$ cat src/rtl/wpd_pkg.sv
// Shared types and constants of the WAV stream parser and PCM decoder.
package wpd_pkg;

  localparam logic [31:0] TagRiff = 32'h4646_4952;
  localparam logic [31:0] TagWave = 32'h4556_4157;
  localparam logic [31:0] TagFmt  = 32'h2074_6D66;
  localparam logic [31:0] TagData = 32'h6174_6164;

  localparam logic [15:0] FormatFloat = 16'd3;

  localparam int unsigned FifoDepth = 4;
  localparam int unsigned FifoPtrW  = $clog2(FifoDepth);
  localparam int unsigned FifoCntW  = $clog2(FifoDepth + 1);

  typedef enum logic [3:0] {
    PH_RIFF,
    PH_RSIZE,
    PH_WAVE,
    PH_CTAG,
    PH_CLEN,
    PH_BODY,
    PH_PAD,
    PH_DATA,
    PH_DONE,
    PH_DEAD
  } phase_e;

  typedef enum logic [1:0] {
    KIND_SAMPLE,
    KIND_REPORT,
    KIND_FAIL,
    KIND_END
  } kind_e;

  typedef enum logic [2:0] {
    ERR_NONE,
    ERR_MAGIC,
    ERR_TRUNC,
    ERR_CHANNELS,
    ERR_ORDER,
    ERR_BITS
  } err_e;

  typedef struct packed {
    kind_e              kind;
    logic               channel;
    logic signed [31:0] sample_value;
    logic               is_float;
    logic        [15:0] format_tag;
    logic        [15:0] channel_count;
    logic        [31:0] rate_hz;
    logic        [15:0] bits_per_sample;
    logic        [31:0] data_len;
    err_e               error_code;
    logic               last;
  } res_t;

endpackage

$ cat src/rtl/wpd_byte_if.sv
// Byte channel carrying the WAV file into the parser.
interface wpd_byte_if;
  logic       valid;
  logic       ready;
  logic [7:0] byte_in;
  logic       end_of_file;

  modport source (output valid, output byte_in, output end_of_file, input ready);
  modport sink   (input valid, input byte_in, input end_of_file, output ready);
endinterface

$ cat src/rtl/wpd_result_if.sv
// Result channel carrying samples, format reports and status words.
interface wpd_result_if;
  logic               valid;
  logic               ready;
  logic        [1:0]  kind;
  logic               channel;
  logic signed [31:0] sample_value;
  logic               is_float;
  logic        [15:0] format_tag;
  logic        [15:0] channel_count;
  logic        [31:0] rate_hz;
  logic        [15:0] bits_per_sample;
  logic        [31:0] data_len;
  logic        [2:0]  error_code;
  logic               last;

  modport source (output valid, output kind, output channel, output sample_value,
                  output is_float, output format_tag, output channel_count,
                  output rate_hz, output bits_per_sample, output data_len,
                  output error_code, output last, input ready);
  modport sink   (input valid, input kind, input channel, input sample_value,
                  input is_float, input format_tag, input channel_count,
                  input rate_hz, input bits_per_sample, input data_len,
                  input error_code, input last, output ready);
endinterface

$ cat src/rtl/wav_stream_parse_decode.sv
// Top level: RIFF/WAVE byte parser, PCM decoder and result queue.
//
//  channel  dir  word                          notes
//  in_i     in   byte_in[7:0], end_of_file     one file byte per word
//  out_o    out  kind, channel, sample_value,  0..2 words per input byte,
//                fmt fields, error_code, last  last set on the final one
//
// One byte is taken per cycle; its results land in a 4-word queue the same edge.
// in_i.ready is high while the queue has room for two words, so bytes flow
// every cycle as long as out_o drains about one word per cycle.
// A stalled out_o fills the queue and then holds in_i.ready low.
// rst_ni clears the parser to its wait-for-RIFF state and empties the queue;
// the final byte of a file returns the parser to that state on its own.
module wav_stream_parse_decode (
  input  logic clk_i,
  input  logic rst_ni,
  wpd_byte_if.sink     in_i,
  wpd_result_if.source out_o
);

  // Parser state
  wpd_pkg::phase_e phase_q, phase_d, phase_step;
  logic [31:0] byte_count_q, byte_count_d;
  logic [31:0] chunk_tag_q, chunk_tag_d;
  logic [31:0] chunk_length_q, chunk_length_d;
  logic        format_seen_q, format_seen_d;
  logic [15:0] stored_tag_q, stored_tag_d;
  logic [15:0] stored_channels_q, stored_channels_d;
  logic [31:0] stored_rate_q, stored_rate_d;
  logic [15:0] stored_bits_q, stored_bits_d;
  logic [31:0] remaining_q, remaining_d;
  logic [31:0] assembly_q, assembly_d;
  logic [2:0]  sidx_q, sidx_d;
  logic [31:0] held_q, held_d;
  logic        chan_idx_q, chan_idx_d;
  logic [1:0]  mod3_q, mod3_d;

  // Result queue
  wpd_pkg::res_t                  fifo_q [wpd_pkg::FifoDepth];
  logic [wpd_pkg::FifoPtrW-1:0]   wr_ptr_q, rd_ptr_q;
  logic [wpd_pkg::FifoCntW-1:0]   count_q, count_d;

  logic          in_acc, out_pop;
  wpd_pkg::res_t res [2];
  logic [1:0]    n_res;

  logic [31:0] shifted_tag, shifted_len, cnt_inc, asm_full, sample_v, remaining_new;
  logic        word_done, is_data_tag, is_fmt_tag, sample_done;
  logic [2:0]  bytes_per, frame_rem;
  logic [1:0]  len_mod3, r6_sel;
  wpd_pkg::err_e fmt_err, fail_code;

  function automatic logic [1:0] mod3_reduce(input logic [2:0] v);
    logic [2:0] t;
    t = v;
    if (t >= 3'd3) t = t - 3'd3;
    if (t >= 3'd3) t = t - 3'd3;
    return t[1:0];
  endfunction

  // 256, 16 and 4 are all 1 mod 3, so a byte reduces by summing 2-bit digits
  function automatic logic [1:0] byte_mod3(input logic [7:0] b);
    logic [3:0] s;
    logic [2:0] s2;
    s  = 4'(b[1:0]) + 4'(b[3:2]) + 4'(b[5:4]) + 4'(b[7:6]);
    s2 = 3'(s[1:0]) + 3'(s[3:2]);
    return mod3_reduce(s2);
  endfunction

  assign in_acc  = in_i.valid && in_i.ready;
  assign out_pop = out_o.valid && out_o.ready;

  assign shifted_tag = {in_i.byte_in, chunk_tag_q[31:8]};
  assign shifted_len = {in_i.byte_in, chunk_length_q[31:8]};
  assign cnt_inc     = byte_count_q + 32'd1;
  assign word_done   = (byte_count_q[1:0] == 2'd3);
  assign is_data_tag = (chunk_tag_q == wpd_pkg::TagData);
  assign is_fmt_tag  = (chunk_tag_q == wpd_pkg::TagFmt);

  // Length mod 3 accumulates over the four length bytes
  assign len_mod3 = mod3_reduce(3'((byte_count_q[1:0] == 2'd0) ? 2'd0 : mod3_q)
                                + 3'(byte_mod3(in_i.byte_in)));

  // Format check: order, then channels, then width
  always_comb begin
    if (!format_seen_q) begin
      fmt_err = wpd_pkg::ERR_ORDER;
    end else if (stored_channels_q != 16'd1 && stored_channels_q != 16'd2) begin
      fmt_err = wpd_pkg::ERR_CHANNELS;
    end else if (stored_tag_q == wpd_pkg::FormatFloat) begin
      fmt_err = (stored_bits_q == 16'd32) ? wpd_pkg::ERR_NONE : wpd_pkg::ERR_BITS;
    end else if (stored_bits_q == 16'd8 || stored_bits_q == 16'd16 ||
                 stored_bits_q == 16'd24 || stored_bits_q == 16'd32) begin
      fmt_err = wpd_pkg::ERR_NONE;
    end else begin
      fmt_err = wpd_pkg::ERR_BITS;
    end
  end

  // Valid formats only reach here, so bits[5:3] is the sample size in bytes
  assign bytes_per = stored_bits_q[5:3];

  always_comb begin
    case ({len_mod3, shifted_len[0]})
      3'b000:  r6_sel = 2'd0;
      3'b001:  r6_sel = 2'd3;
      3'b010:  r6_sel = 2'd0;
      3'b011:  r6_sel = 2'd1;
      3'b100:  r6_sel = 2'd2;
      3'b101:  r6_sel = 2'd1;
      default: r6_sel = 2'd0;
    endcase
  end

  // Drop the partial frame at the end of the data chunk
  always_comb begin
    frame_rem = 3'd0;
    case (bytes_per)
      3'd1: frame_rem = (stored_channels_q == 16'd1) ? 3'd0 : {2'b00, shifted_len[0]};
      3'd2: frame_rem = (stored_channels_q == 16'd1) ? {2'b00, shifted_len[0]}
                                                     : {1'b0, shifted_len[1:0]};
      3'd3: begin
        if (stored_channels_q == 16'd1) begin
          frame_rem = {1'b0, len_mod3};
        end else begin
          // mod 6 from mod 3 and parity; r6_sel folds 4 and 5 onto 0 and 1
          frame_rem = (r6_sel == 2'd1 && len_mod3 == 2'd2) ? 3'd5
                    : (r6_sel == 2'd0 && len_mod3 == 2'd1) ? 3'd4
                    : {1'b0, r6_sel};
        end
      end
      3'd4: frame_rem = (stored_channels_q == 16'd1) ? {1'b0, shifted_len[1:0]}
                                                     : shifted_len[2:0];
      default: frame_rem = 3'd0;
    endcase
  end

  assign remaining_new = shifted_len - 32'(frame_rem);

  // Sample assembly and alignment of PCM samples to Q1.31; float samples pass through as raw bits
  assign asm_full    = assembly_q | (32'(in_i.byte_in) << {sidx_q[1:0], 3'b000});
  assign sample_done = (3'(sidx_q + 3'd1) >= bytes_per);

  always_comb begin
    if (stored_tag_q == wpd_pkg::FormatFloat) begin
      sample_v = asm_full;
    end else begin
      case (bytes_per)
        3'd1:    sample_v = (asm_full << 24) ^ 32'h8000_0000;
        3'd2:    sample_v = asm_full << 16;
        3'd3:    sample_v = asm_full << 8;
        default: sample_v = asm_full;
      endcase
    end
  end

  always_comb begin
    fail_code = wpd_pkg::ERR_NONE;
    case (phase_q)
      wpd_pkg::PH_RIFF: begin
        if (word_done && shifted_tag != wpd_pkg::TagRiff) fail_code = wpd_pkg::ERR_MAGIC;
      end
      wpd_pkg::PH_WAVE: begin
        if (word_done && shifted_tag != wpd_pkg::TagWave) fail_code = wpd_pkg::ERR_MAGIC;
      end
      wpd_pkg::PH_CLEN: begin
        if (word_done && is_data_tag) fail_code = fmt_err;
      end
      default: fail_code = wpd_pkg::ERR_NONE;
    endcase
  end

  // Next phase
  always_comb begin
    phase_step = phase_q;
    unique case (phase_q)
      wpd_pkg::PH_RIFF:  if (word_done) phase_step = wpd_pkg::PH_RSIZE;
      wpd_pkg::PH_RSIZE: if (word_done) phase_step = wpd_pkg::PH_WAVE;
      wpd_pkg::PH_WAVE:  if (word_done) phase_step = wpd_pkg::PH_CTAG;
      wpd_pkg::PH_CTAG:  if (word_done) phase_step = wpd_pkg::PH_CLEN;
      wpd_pkg::PH_CLEN: begin
        if (word_done) begin
          if (is_data_tag) begin
            phase_step = (remaining_new != 32'd0) ? wpd_pkg::PH_DATA : wpd_pkg::PH_DONE;
          end else begin
            phase_step = (shifted_len != 32'd0) ? wpd_pkg::PH_BODY : wpd_pkg::PH_CTAG;
          end
        end
      end
      wpd_pkg::PH_BODY: begin
        if (cnt_inc == chunk_length_q) begin
          phase_step = chunk_length_q[0] ? wpd_pkg::PH_PAD : wpd_pkg::PH_CTAG;
        end
      end
      wpd_pkg::PH_PAD:  phase_step = wpd_pkg::PH_CTAG;
      wpd_pkg::PH_DATA: if (remaining_q == 32'd1) phase_step = wpd_pkg::PH_DONE;
      wpd_pkg::PH_DONE: phase_step = wpd_pkg::PH_DONE;
      wpd_pkg::PH_DEAD: phase_step = wpd_pkg::PH_DEAD;
      default:          phase_step = wpd_pkg::PH_RIFF;
    endcase
    if (fail_code != wpd_pkg::ERR_NONE) phase_step = wpd_pkg::PH_DEAD;
    phase_d = in_i.end_of_file ? wpd_pkg::PH_RIFF : phase_step;
  end

  // Datapath updates and result words
  always_comb begin
    byte_count_d      = byte_count_q;
    chunk_tag_d       = chunk_tag_q;
    chunk_length_d    = chunk_length_q;
    format_seen_d     = format_seen_q;
    stored_tag_d      = stored_tag_q;
    stored_channels_d = stored_channels_q;
    stored_rate_d     = stored_rate_q;
    stored_bits_d     = stored_bits_q;
    remaining_d       = remaining_q;
    assembly_d        = assembly_q;
    sidx_d            = sidx_q;
    held_d            = held_q;
    chan_idx_d        = chan_idx_q;
    mod3_d            = mod3_q;
    res[0]            = '0;
    res[1]            = '0;
    n_res             = 2'd0;

    case (phase_q)
      wpd_pkg::PH_RIFF, wpd_pkg::PH_RSIZE, wpd_pkg::PH_WAVE, wpd_pkg::PH_CTAG: begin
        chunk_tag_d  = shifted_tag;
        byte_count_d = word_done ? 32'd0 : cnt_inc;
      end
      wpd_pkg::PH_CLEN: begin
        chunk_length_d = shifted_len;
        mod3_d         = len_mod3;
        byte_count_d   = word_done ? 32'd0 : cnt_inc;
        if (word_done) begin
          if (is_data_tag) begin
            if (fmt_err == wpd_pkg::ERR_NONE) begin
              remaining_d                  = remaining_new;
              assembly_d                   = 32'd0;
              sidx_d                       = 3'd0;
              chan_idx_d                   = 1'b0;
              res[0].kind                  = wpd_pkg::KIND_REPORT;
              res[0].is_float              = (stored_tag_q == wpd_pkg::FormatFloat);
              res[0].format_tag            = stored_tag_q;
              res[0].channel_count         = stored_channels_q;
              res[0].rate_hz               = stored_rate_q;
              res[0].bits_per_sample       = stored_bits_q;
              res[0].data_len              = shifted_len;
              n_res                        = 2'd1;
            end
          end else if (is_fmt_tag) begin
            format_seen_d     = 1'b1;
            stored_tag_d      = 16'd0;
            stored_channels_d = 16'd0;
            stored_rate_d     = 32'd0;
            stored_bits_d     = 16'd0;
          end
        end
      end
      wpd_pkg::PH_BODY: begin
        if (is_fmt_tag && byte_count_q < 32'd16) begin
          case (byte_count_q[3:0])
            4'd0:    stored_tag_d[7:0]       = in_i.byte_in;
            4'd1:    stored_tag_d[15:8]      = in_i.byte_in;
            4'd2:    stored_channels_d[7:0]  = in_i.byte_in;
            4'd3:    stored_channels_d[15:8] = in_i.byte_in;
            4'd4:    stored_rate_d[7:0]      = in_i.byte_in;
            4'd5:    stored_rate_d[15:8]     = in_i.byte_in;
            4'd6:    stored_rate_d[23:16]    = in_i.byte_in;
            4'd7:    stored_rate_d[31:24]    = in_i.byte_in;
            4'd14:   stored_bits_d[7:0]      = in_i.byte_in;
            4'd15:   stored_bits_d[15:8]     = in_i.byte_in;
            default: stored_bits_d           = stored_bits_q;
          endcase
        end
        byte_count_d = (cnt_inc == chunk_length_q) ? 32'd0 : cnt_inc;
      end
      wpd_pkg::PH_DATA: begin
        remaining_d = remaining_q - 32'd1;
        if (sample_done) begin
          assembly_d = 32'd0;
          sidx_d     = 3'd0;
          if (stored_channels_q == 16'd1) begin
            res[0].kind         = wpd_pkg::KIND_SAMPLE;
            res[0].sample_value = sample_v;
            res[0].is_float     = (stored_tag_q == wpd_pkg::FormatFloat);
            n_res               = 2'd1;
          end else if (!chan_idx_q) begin
            // hold the left sample until the frame is whole
            held_d     = sample_v;
            chan_idx_d = 1'b1;
          end else begin
            res[0].kind         = wpd_pkg::KIND_SAMPLE;
            res[0].sample_value = held_q;
            res[0].is_float     = (stored_tag_q == wpd_pkg::FormatFloat);
            res[1].kind         = wpd_pkg::KIND_SAMPLE;
            res[1].channel      = 1'b1;
            res[1].sample_value = sample_v;
            res[1].is_float     = (stored_tag_q == wpd_pkg::FormatFloat);
            n_res               = 2'd2;
            chan_idx_d          = 1'b0;
          end
        end else begin
          assembly_d = asm_full;
          sidx_d     = 3'(sidx_q + 3'd1);
        end
      end
      default: byte_count_d = byte_count_q;
    endcase

    if (fail_code != wpd_pkg::ERR_NONE) begin
      res[n_res[0]].kind       = wpd_pkg::KIND_FAIL;
      res[n_res[0]].error_code = fail_code;
      n_res                    = 2'(n_res + 2'd1);
    end

    if (in_i.end_of_file) begin
      if (phase_step != wpd_pkg::PH_DEAD && n_res != 2'd2) begin
        if (phase_step == wpd_pkg::PH_DONE) begin
          res[n_res[0]].kind       = wpd_pkg::KIND_END;
        end else begin
          res[n_res[0]].kind       = wpd_pkg::KIND_FAIL;
          res[n_res[0]].error_code = wpd_pkg::ERR_TRUNC;
        end
        n_res = 2'(n_res + 2'd1);
      end
      // back to the reset state for the next file
      byte_count_d      = 32'd0;
      chunk_tag_d       = 32'd0;
      chunk_length_d    = 32'd0;
      format_seen_d     = 1'b0;
      stored_tag_d      = 16'd0;
      stored_channels_d = 16'd0;
      stored_rate_d     = 32'd0;
      stored_bits_d     = 16'd0;
      remaining_d       = 32'd0;
      assembly_d        = 32'd0;
      sidx_d            = 3'd0;
      held_d            = 32'd0;
      chan_idx_d        = 1'b0;
      mod3_d            = 2'd0;
    end

    if (n_res == 2'd1) res[0].last = 1'b1;
    if (n_res == 2'd2) res[1].last = 1'b1;
  end

  always_ff @(posedge clk_i or negedge rst_ni) begin
    if (!rst_ni) begin
      phase_q           <= wpd_pkg::PH_RIFF;
      byte_count_q      <= '0;
      chunk_tag_q       <= '0;
      chunk_length_q    <= '0;
      format_seen_q     <= 1'b0;
      stored_tag_q      <= '0;
      stored_channels_q <= '0;
      stored_rate_q     <= '0;
      stored_bits_q     <= '0;
      remaining_q       <= '0;
      assembly_q        <= '0;
      sidx_q            <= '0;
      held_q            <= '0;
      chan_idx_q        <= 1'b0;
      mod3_q            <= '0;
    end else if (in_acc) begin
      phase_q           <= phase_d;
      byte_count_q      <= byte_count_d;
      chunk_tag_q       <= chunk_tag_d;
      chunk_length_q    <= chunk_length_d;
      format_seen_q     <= format_seen_d;
      stored_tag_q      <= stored_tag_d;
      stored_channels_q <= stored_channels_d;
      stored_rate_q     <= stored_rate_d;
      stored_bits_q     <= stored_bits_d;
      remaining_q       <= remaining_d;
      assembly_q        <= assembly_d;
      sidx_q            <= sidx_d;
      held_q            <= held_d;
      chan_idx_q        <= chan_idx_d;
      mod3_q            <= mod3_d;
    end
  end

  // Result queue: up to two words pushed per accepted byte, one popped per cycle while out_o.ready is high
  assign in_i.ready = (count_q < wpd_pkg::FifoCntW'(wpd_pkg::FifoDepth - 1));

  always_comb begin
    count_d = count_q;
    if (in_acc) count_d = wpd_pkg::FifoCntW'(count_d + wpd_pkg::FifoCntW'(n_res));
    if (out_pop) count_d = wpd_pkg::FifoCntW'(count_d - wpd_pkg::FifoCntW'(1));
  end

  always_ff @(posedge clk_i or negedge rst_ni) begin
    if (!rst_ni) begin
      wr_ptr_q <= '0;
      rd_ptr_q <= '0;
      count_q  <= '0;
    end else begin
      count_q <= count_d;
      if (in_acc) wr_ptr_q <= wpd_pkg::FifoPtrW'(wr_ptr_q + wpd_pkg::FifoPtrW'(n_res));
      if (out_pop) rd_ptr_q <= wpd_pkg::FifoPtrW'(rd_ptr_q + wpd_pkg::FifoPtrW'(1));
    end
  end

  always_ff @(posedge clk_i) begin
    if (in_acc) begin
      if (n_res != 2'd0) fifo_q[wr_ptr_q] <= res[0];
      if (n_res == 2'd2) fifo_q[wpd_pkg::FifoPtrW'(wr_ptr_q + 1'b1)] <= res[1];
    end
  end

  assign out_o.valid           = (count_q != '0);
  assign out_o.kind            = fifo_q[rd_ptr_q].kind;
  assign out_o.channel         = fifo_q[rd_ptr_q].channel;
  assign out_o.sample_value    = fifo_q[rd_ptr_q].sample_value;
  assign out_o.is_float        = fifo_q[rd_ptr_q].is_float;
  assign out_o.format_tag      = fifo_q[rd_ptr_q].format_tag;
  assign out_o.channel_count   = fifo_q[rd_ptr_q].channel_count;
  assign out_o.rate_hz         = fifo_q[rd_ptr_q].rate_hz;
  assign out_o.bits_per_sample = fifo_q[rd_ptr_q].bits_per_sample;
  assign out_o.data_len        = fifo_q[rd_ptr_q].data_len;
  assign out_o.error_code      = fifo_q[rd_ptr_q].error_code;
  assign out_o.last            = fifo_q[rd_ptr_q].last;

endmodule

$ cat src/flat_wrapper.sv
// flat-port wrapper written by rule: the top's interface ports become plain ports
module wav_stream_parse_decode_flat 
  (clk_i, rst_ni, in_i_valid, in_i_byte_in, in_i_end_of_file, in_i_ready, out_o_valid, out_o_kind, out_o_channel, out_o_sample_value, out_o_is_float, out_o_format_tag, out_o_channel_count, out_o_rate_hz, out_o_bits_per_sample, out_o_data_len, out_o_error_code, out_o_last, out_o_ready);
  wpd_byte_if in_i_i ();
  wpd_result_if out_o_i ();
  input  logic clk_i;
  input  logic rst_ni;
  input wire logic [$bits(in_i_i.valid)-1:0] in_i_valid;
  input wire logic [$bits(in_i_i.byte_in)-1:0] in_i_byte_in;
  input wire logic [$bits(in_i_i.end_of_file)-1:0] in_i_end_of_file;
  output wire logic [$bits(in_i_i.ready)-1:0] in_i_ready;
  output wire logic [$bits(out_o_i.valid)-1:0] out_o_valid;
  output wire logic [$bits(out_o_i.kind)-1:0] out_o_kind;
  output wire logic [$bits(out_o_i.channel)-1:0] out_o_channel;
  output wire logic [$bits(out_o_i.sample_value)-1:0] out_o_sample_value;
  output wire logic [$bits(out_o_i.is_float)-1:0] out_o_is_float;
  output wire logic [$bits(out_o_i.format_tag)-1:0] out_o_format_tag;
  output wire logic [$bits(out_o_i.channel_count)-1:0] out_o_channel_count;
  output wire logic [$bits(out_o_i.rate_hz)-1:0] out_o_rate_hz;
  output wire logic [$bits(out_o_i.bits_per_sample)-1:0] out_o_bits_per_sample;
  output wire logic [$bits(out_o_i.data_len)-1:0] out_o_data_len;
  output wire logic [$bits(out_o_i.error_code)-1:0] out_o_error_code;
  output wire logic [$bits(out_o_i.last)-1:0] out_o_last;
  input wire logic [$bits(out_o_i.ready)-1:0] out_o_ready;
  assign in_i_i.valid = in_i_valid;
  assign in_i_i.byte_in = in_i_byte_in;
  assign in_i_i.end_of_file = in_i_end_of_file;
  assign in_i_ready = in_i_i.ready;
  assign out_o_valid = out_o_i.valid;
  assign out_o_kind = out_o_i.kind;
  assign out_o_channel = out_o_i.channel;
  assign out_o_sample_value = out_o_i.sample_value;
  assign out_o_is_float = out_o_i.is_float;
  assign out_o_format_tag = out_o_i.format_tag;
  assign out_o_channel_count = out_o_i.channel_count;
  assign out_o_rate_hz = out_o_i.rate_hz;
  assign out_o_bits_per_sample = out_o_i.bits_per_sample;
  assign out_o_data_len = out_o_i.data_len;
  assign out_o_error_code = out_o_i.error_code;
  assign out_o_last = out_o_i.last;
  assign out_o_i.ready = out_o_ready;
  wav_stream_parse_decode u_core (.clk_i(clk_i), .rst_ni(rst_ni), .in_i(in_i_i), .out_o(out_o_i));
endmodule
$ cat config.mk
export PLATFORM = sky130hd
export DESIGN_NAME = wav_stream_parse_decode_flat
export DESIGN_NICKNAME = d
export VERILOG_FILES = /design/src/rtl/wpd_pkg.sv /design/src/rtl/wpd_byte_if.sv /design/src/rtl/wpd_result_if.sv /design/src/rtl/wav_stream_parse_decode.sv /design/src/flat_wrapper.sv
export SDC_FILE = /design/constraint.sdc
export NUM_CORES = 2
export LEC_CHECK = 0
export ABC_CLOCK_PERIOD_IN_PS = 16600
export BUFFER_PORTS_ARGS = -buffer_cell sky130_fd_sc_hd__clkbuf_2
export CAP_MARGIN = 40
export CORE_UTILIZATION = 58
export CTS_BUF_LIST = sky130_fd_sc_hd__clkbuf_8
export CTS_CLUSTER_SIZE = 20
export DETAILED_ROUTE_END_ITERATION = 8
export PLACE_DENSITY = 0.76
export SETUP_SLACK_MARGIN = 0.5
export SLEW_MARGIN = 5
export SYNTH_ARGS = -nofsm -noshare
export SYNTH_HDL_FRONTEND = slang
export SYNTH_SLANG_ARGS = --single-unit
$ cat constraint.sdc
create_clock -name clk_i -period 16.6 [get_ports clk_i]
set_input_delay 1.66 -clock clk_i [delete_from_list [all_inputs] [get_ports clk_i]]
set_output_delay 1.66 -clock clk_i [all_outputs]
set_load 0.02 [all_outputs]
# After elaboration in Yosys (flattened, before gate mapping)
# Memory sizes are Yosys's and may differ from the RTL's.
# Index checks and enable logic that the tools add are counted.
dict set report classes {
  n_addsub 20
  n_lt_le_gt_ge 11
  n_eq_ne 70
  n_shift 1
  mux 162
  n_bitwise 4
  n_reduce_logical 54
}
# op n
set op_table {}
lappend op_table {{bitwise mux 304 bit} 5}
lappend op_table {{2-to-1 mux 304 bit} 4}
lappend op_table {{2-to-1 mux 32 bit} 28}
lappend op_table {{demux 152 bit (select 1 bit)} 4}
lappend op_table {{2-to-1 mux 113 bit} 3}
lappend op_table {{2-to-1 mux 152 bit} 2}
lappend op_table {{one-hot mux 32 bit (2 select lines)} 4}
lappend op_table {{2-to-1 mux 16 bit} 9}
lappend op_table {{2-to-1 mux 112 bit} 1}
lappend op_table {{2-to-1 mux 36 bit} 3}
lappend op_table {{2-to-1 mux 33 bit} 3}
lappend op_table {{one-hot mux 16 bit (2 select lines)} 3}
lappend op_table {{one-hot mux 32 bit (3 select lines)} 1}
lappend op_table {{2-to-1 mux 8 bit} 10}
lappend op_table {{AND reduction 7 bit} 11}
lappend op_table {{inequality test 32 x 31 -> 1 bit, second input constant} 2}
lappend op_table {{nonzero test 32 bit} 2}
lappend op_table {{2-to-1 mux 3 bit} 21}
lappend op_table {{2-to-1 mux 4 bit} 13}
lappend op_table {{one-hot mux 4 bit (10 select lines)} 1}
lappend op_table {{2-to-1 mux 34 bit} 1}
lappend op_table {{inequality test 3 bit, second input constant} 11}
lappend op_table {{adder 32 x 1 -> 32 bit, second input constant} 1}
lappend op_table {{== test 16 x 5 -> 1 bit, second input constant} 2}
lappend op_table {{other kinds (63)} 177}
dict set report totals {
  regBits 290
  ram_bits 608
  in_bits 13
  output_inout_bits 154
  wordCells 347
  mem_count 1
}
# name depth word_bits rd rd_ports_with_merged_regs write_ports line_no
set memory_table {}
lappend memory_table {u_core.fifo_q 4 152 1 0 2 wav_stream_parse_decode.sv:39} ;# wpd_pkg::res_t fifo_q [wpd_pkg::FifoDepth];

# Longest topological paths before layout
dict set report depth {
  depth_word 37
  depth_mapped 50
  ltp_nobuf 46
}

# Worst setup path after synthesis
# OpenSTA, ideal clock, no wires.
dict set report synth_timing {
  path_kind {input port to flip-flop}
  startpoint {input port in_i_byte_in[0]}
  endpoint {memory u_core.fifo_q[0][0] in the netlist's numbering, enable pin}
  setup_time_ns 0.874
  arrival_ns 21.757
  required_ns 15.726
  setup_slack_ns -6.031
  cell_stages 41
  path_buffers 5
  cell_sequence {ha_1 -> fa_1 -> inv_1 -> fa_1 -> inv_1 -> ha_1 -> inv_1 -> fa_1 -> inv_1 -> ha_1 -> inv_1 -> fa_1 -> inv_1 -> ha_1 -> ha_1 -> o41ai_1 -> ha_1 -> fa_1 -> [... 5 more ...] -> o21ai_0 -> ha_1 -> or4_1 -> buf_2 -> or2_0 -> clkbuf_1 -> or4_1 -> buf_2 -> or4b_1 -> a311oi_2 -> nand4_2 -> a211oi_2 -> a31oi_4 -> buf_6 -> buf_2 -> nand3_1 -> o21ai_0 -> o21ai_0}
}
# item line_no
set synth_rtl {}
lappend synth_rtl {{from (decl)} flat_wrapper.sv:9} ;# input wire logic [$bits(in_i_i.byte_in)-1:0] in_i_byte_in;
lappend synth_rtl {{to (decl)} wav_stream_parse_decode.sv:39}

==> metrics.csv <==
stage;metric;value;unit
outcome;status;finished, final reports clean;
pwr;Pwr Density;133.6;nW/um2
setup_path;worst path arrival time;13.95;ns
floorplanning;DIE WIDTH;275.4;um
setup_path;Startpoint Class;input port;
clock_network;CTS tree;built;
global_route;met2 Track Usage GR;0.4812;
yosys;Synth Area in Adders;0.01235;
sta;Hold Fails Final Rpt;0;
floorplanning;Die H;275.4;um
finish;final instance area;48480;um2
finish;area grow syn2layout;11.84;%
yosys;main combinational cell family by area after synthesis;simple AND/OR/NAND/NOR gates;
drt;final WL;113500;um
drt;Routed Antenna Nets;0;
flow_run;max cap viols;0;
sta;max frequency;73.77;MHz
placement;dpl cells;4701;
yosys;Cells after Synth;3674;
setup_path;CP endpoint kind;flop;
floorplanning;I/O Pins;167;
pwr;Design Power;6.477;mW
min_path;end of the worst hold path;u_core.held_q[23]$_DFFE_PN0P_;
sta;Max-slew headroom;0.3309;
pwr;Leak Pwr;19.98;nW
global_route;GRT Total Usage;0.3027;
placement;detailed placement HPWL;69380;um
sta;period utilization;0.8166;
setup_path;Worst EP required;16.99;ns
min_path;worst hold path cell count;2;
yosys;Ys Warns;0;
clock_network;CTS root buf;clkbuf_8;
yosys;simple-gate portion of the synthesized area;0.1375;
sta;total negative slack;0;ns
placement;PortBufs;166;
global_route;initial antenna violation count;1;
min_path;worst hold path class;flop to flop;
drt;wire per inst;22.84;um
yosys;post-synthesis xor/xnor area fraction;0.01486;
clock_network;post_cts resized;0;
setup_path;worst reg2reg path depth;24;
finish;share of cells above drive strength 1;0.1583;
global_route;met3 GRT Util;0.06081;
setup_path;Crit Path Class;input port to flop;
finish;final net count;3942;
setup_path;cell mode on critical path;ha_1;
clock_network;Post-CTS Hold Buffers;0;
yosys;Syn Area/Cell;11.80;um2
setup_path;max incr delay on CP;0.83;ns
yosys;sequential share of the synthesized area;0.5886;
clock_network;CTS Buf Count;147;
sta;Worst-Margin Slew;1.004;ns
clock_network;Clock Path Buffers;3;
global_route;GRT Max-Usage Layer;met2;
global_route;met1 Use GR;0.4166;
finish;number of fill cells in the layout;5365;
drt;DRC marker count from the first detailed-route iteration;3515;
global_route;grt ovf;0;
drt;total number of vias;31170;
setup_path;R2R Path End;u_core.fifo_q[0][55]$_SDFFCE_PP0P_;
yosys;Synth Area in Compound Gates;0.1057;
clock_network;clk slew on worst S/H paths;0.06;ns
drt;DRC Markers;0;
yosys;post-synth cell types;80;
yosys;synth top area cells;edfxtp_1 (42%), dfrtp_1 (17%), mux4_2 (7.9%);
setup_path;R2R setup slack;6.69;ns
finish;Register Area;25520;um2
finish;multi-input logic area;17030;um2
floorplanning;Initial Utilization;0.5902;
sta;unrepaired setup endpoints after global routing;no;
finish;Finished Layout Cells;4968;
global_route;first-pass GRT wire length;174900;um
global_route;largest net degree at the start of global routing;153;
sta;Worst Skew;0.03667;ns
sta;count of final setup violators;0;
floorplanning;core area;73450;um2
setup_path;delay-heaviest family, CP;adder cells;
placement;GPL Wtd Cong;0.9033;
sta;Period minus WS final;13.56;ns
floorplanning;Die ar.;75840;um2
placement;DP Area;45580;um2
clock_network;buffer count from post-CTS setup fixing;0;
yosys;post-synth top area share;0.4212;
setup_path;critical path's slowest cell;o41ai_1;
yosys;Post-synth top flop;edfxtp_1;
setup_path;WP buf/inv;10;
setup_path;Reg2Reg Launch Point;u_core.byte_count_q[0]$_DFFE_PN0P_;
yosys;FF+latch count, synth;898;
clock_network;clock sinks;898;
min_path;hold_sp;u_core.held_q[23]$_DFFE_PN0P_;
drt;vias per inst;6.275;
yosys;Synth Cell Area;43350;um2
pwr;VDD IR max;0.08051;mV
sta;Final Max Slew Viols;0;
yosys;FFs w/ async S/R, synth;0.3229;
drt;1st-pass router iterations;6;
yosys;mux cell area share after synthesis;0.1103;
floorplanning;Rows;99;
clock_network;clk_lat worst skew;0.80;ns
yosys;post-synth top area cell;edfxtp_1;
setup_path;CP Max Fanout;152;
yosys;Post-synth EDFFs;608;
global_route;vias in the first global route;30630;
clock_network;H-tree depth;4;
==> per-stage QoR <==
stage	hold slack, ns	utilization	worst slack, ns
after floorplan	0.4418	-	-1.963
after global placement	0.4531	0.6154	2.397
after detailed placement	0.4632	0.6205	2.399
after CTS	0.4752	0.6599	3.173
after global routing	0.4941	0.6600	2.302
final	0.4733	0.6600	3.045
==> final cells by class <==
type,instances,share of cell area
Inverter,40,0.003097
Sequential cell,898,0.5264
Timing Repair Buffer,236,0.03443
Clock inverter,99,0.01296
Antenna cell,3,0.0001548
Clock buffer,165,0.04684
Tap cell,959,0.02475
Multi-Input combinational cell,2568,0.3513
==> cell usage after synthesis, types with 16 or more instances <==
| master | n |
|---|---|
| mux4_2 | 152 |
| nor2_1 | 514 |
| dfrtp_1 | 290 |
| o21ai_0 | 332 |
| nand3_1 | 60 |
| clkbuf_1 | 181 |
| o211ai_1 | 25 |
| a21oi_1 | 122 |
| nand2b_1 | 26 |
| or4_1 | 18 |
| nor3_1 | 65 |
| buf_2 | 48 |
| inv_1 | 39 |
| nor2b_1 | 23 |
| nand2_1 | 401 |
| nor4_1 | 46 |
| ha_1 | 30 |
| nand4_1 | 22 |
| mux2i_1 | 113 |
| or3_1 | 26 |
| xor2_1 | 28 |
| o41ai_1 | 17 |
| o21ai_1 | 26 |
| and2_1 | 42 |
| o31ai_1 | 47 |
| a22o_1 | 98 |
| xnor2_1 | 43 |
| buf_1 | 30 |
| and3_1 | 21 |
| edfxtp_1 | 608 |
| a31oi_1 | 16 |
==> cell families after synthesis <==
kind of cell,after synthesis
compound gates,746
simple gates,1323
buf+inv,315
fa+ha+maj,38
xor+xnor,72
mux,281
other cells,1
flops,898
==> worst register-to-register path, stage by stage (launching register included) <==
cell	delay, ns
dfrtp_1	0.48
inv_1	0.13
ha_1	0.42
nor2b_1	0.12
ha_1	0.24
fa_1	0.51
ha_1	0.22
ha_1	0.34
o41ai_1	0.83
nand3_1	0.17
a21oi_1	0.17
o21ai_0	0.14
ha_1	0.25
or4_1	0.55
or2_0	0.38
or4_1	0.72
or4b_1	0.58
a311oi_2	0.28
nand4_2	0.26
o211a_1	0.37
a31oi_4	0.76
mux2i_4	0.35
buf_4	0.64
o21ai_4	0.14
buf_12	0.40
==> flip-flops by register name, indices dropped and copies added (netlist names) <==
signal                    count
u_core.format_seen_q          1
u_core.remaining_q           32
u_core.stored_channels_q     16
u_core.held_q                32
u_core.byte_count_q          32
u_core.rd_ptr_q               2
u_core.stored_rate_q         32
u_core.count_q                3
u_core.chan_idx_q             1
u_core.wr_ptr_q               2
u_core.chunk_tag_q           32
u_core.sidx_q                 3
u_core.mod3_q                 2
u_core.fifo_q               608
u_core.stored_tag_q          16
u_core.chunk_length_q        32
u_core.assembly_q            32
u_core.phase_q                4
u_core.stored_bits_q         16
==> cell usage in the layout (no fill, tap or decap), types with 113 or more instances in the layout <==
| cell type | netlist | layout |
|---|---|---|
| a21oi_1 | 122 | 122 |
| nor2_1 | 514 | 513 |
| nand2_1 | 401 | 401 |
| dfrtp_1 | 290 | 288 |
| mux2i_1 | 113 | 113 |
| edfxtp_1 | 608 | 608 |
| clkbuf_2 | 0 | 165 |
| o21ai_0 | 332 | 328 |
| mux4_2 | 152 | 152 |
| clkbuf_8 | 0 | 165 |
==> worst max-delay path by stage <==
stage | from | endpoint | cells past startpoint
detailed placement | in_i_byte_in[0] | u_core.fifo_q[0][44]$_SDFFCE_PP0P_ | 42
floorplan | in_i_byte_in[0] | u_core.fifo_q[1][0]$_DFFE_PP_ | 41
global route | in_i_byte_in[0] | u_core.fifo_q[2][143]$_DFFE_PP_ | 43
CTS | in_i_byte_in[0] | u_core.fifo_q[0][13]$_SDFFCE_PP0P_ | 42
global placement | in_i_byte_in[0] | u_core.fifo_q[1][44]$_SDFFCE_PP0P_ | 39
finish | in_i_byte_in[0] | u_core.fifo_q[0][55]$_SDFFCE_PP0P_ | 42
==> metal layers <==
metal | vias up | share of wire
li1 | 13940 | -
met1 | 15450 | 0.40
met2 | 1552 | 0.48
met3 | 237 | 0.088
met4 | 0 | 0.029
met5 | - | 0
==> power by group <==
| group | switching [mW] | total, mW | internal, mW |
|---|---|---|---|
| registers | 0.134 | 2.73 | 2.60 |
| logic | 1.13 | 1.84 | 0.709 |
| clock network | 0.886 | 1.91 | 1.02 |
| total | 2.15 | 6.48 | 4.33 |
(Power assumes the default switching activity.)
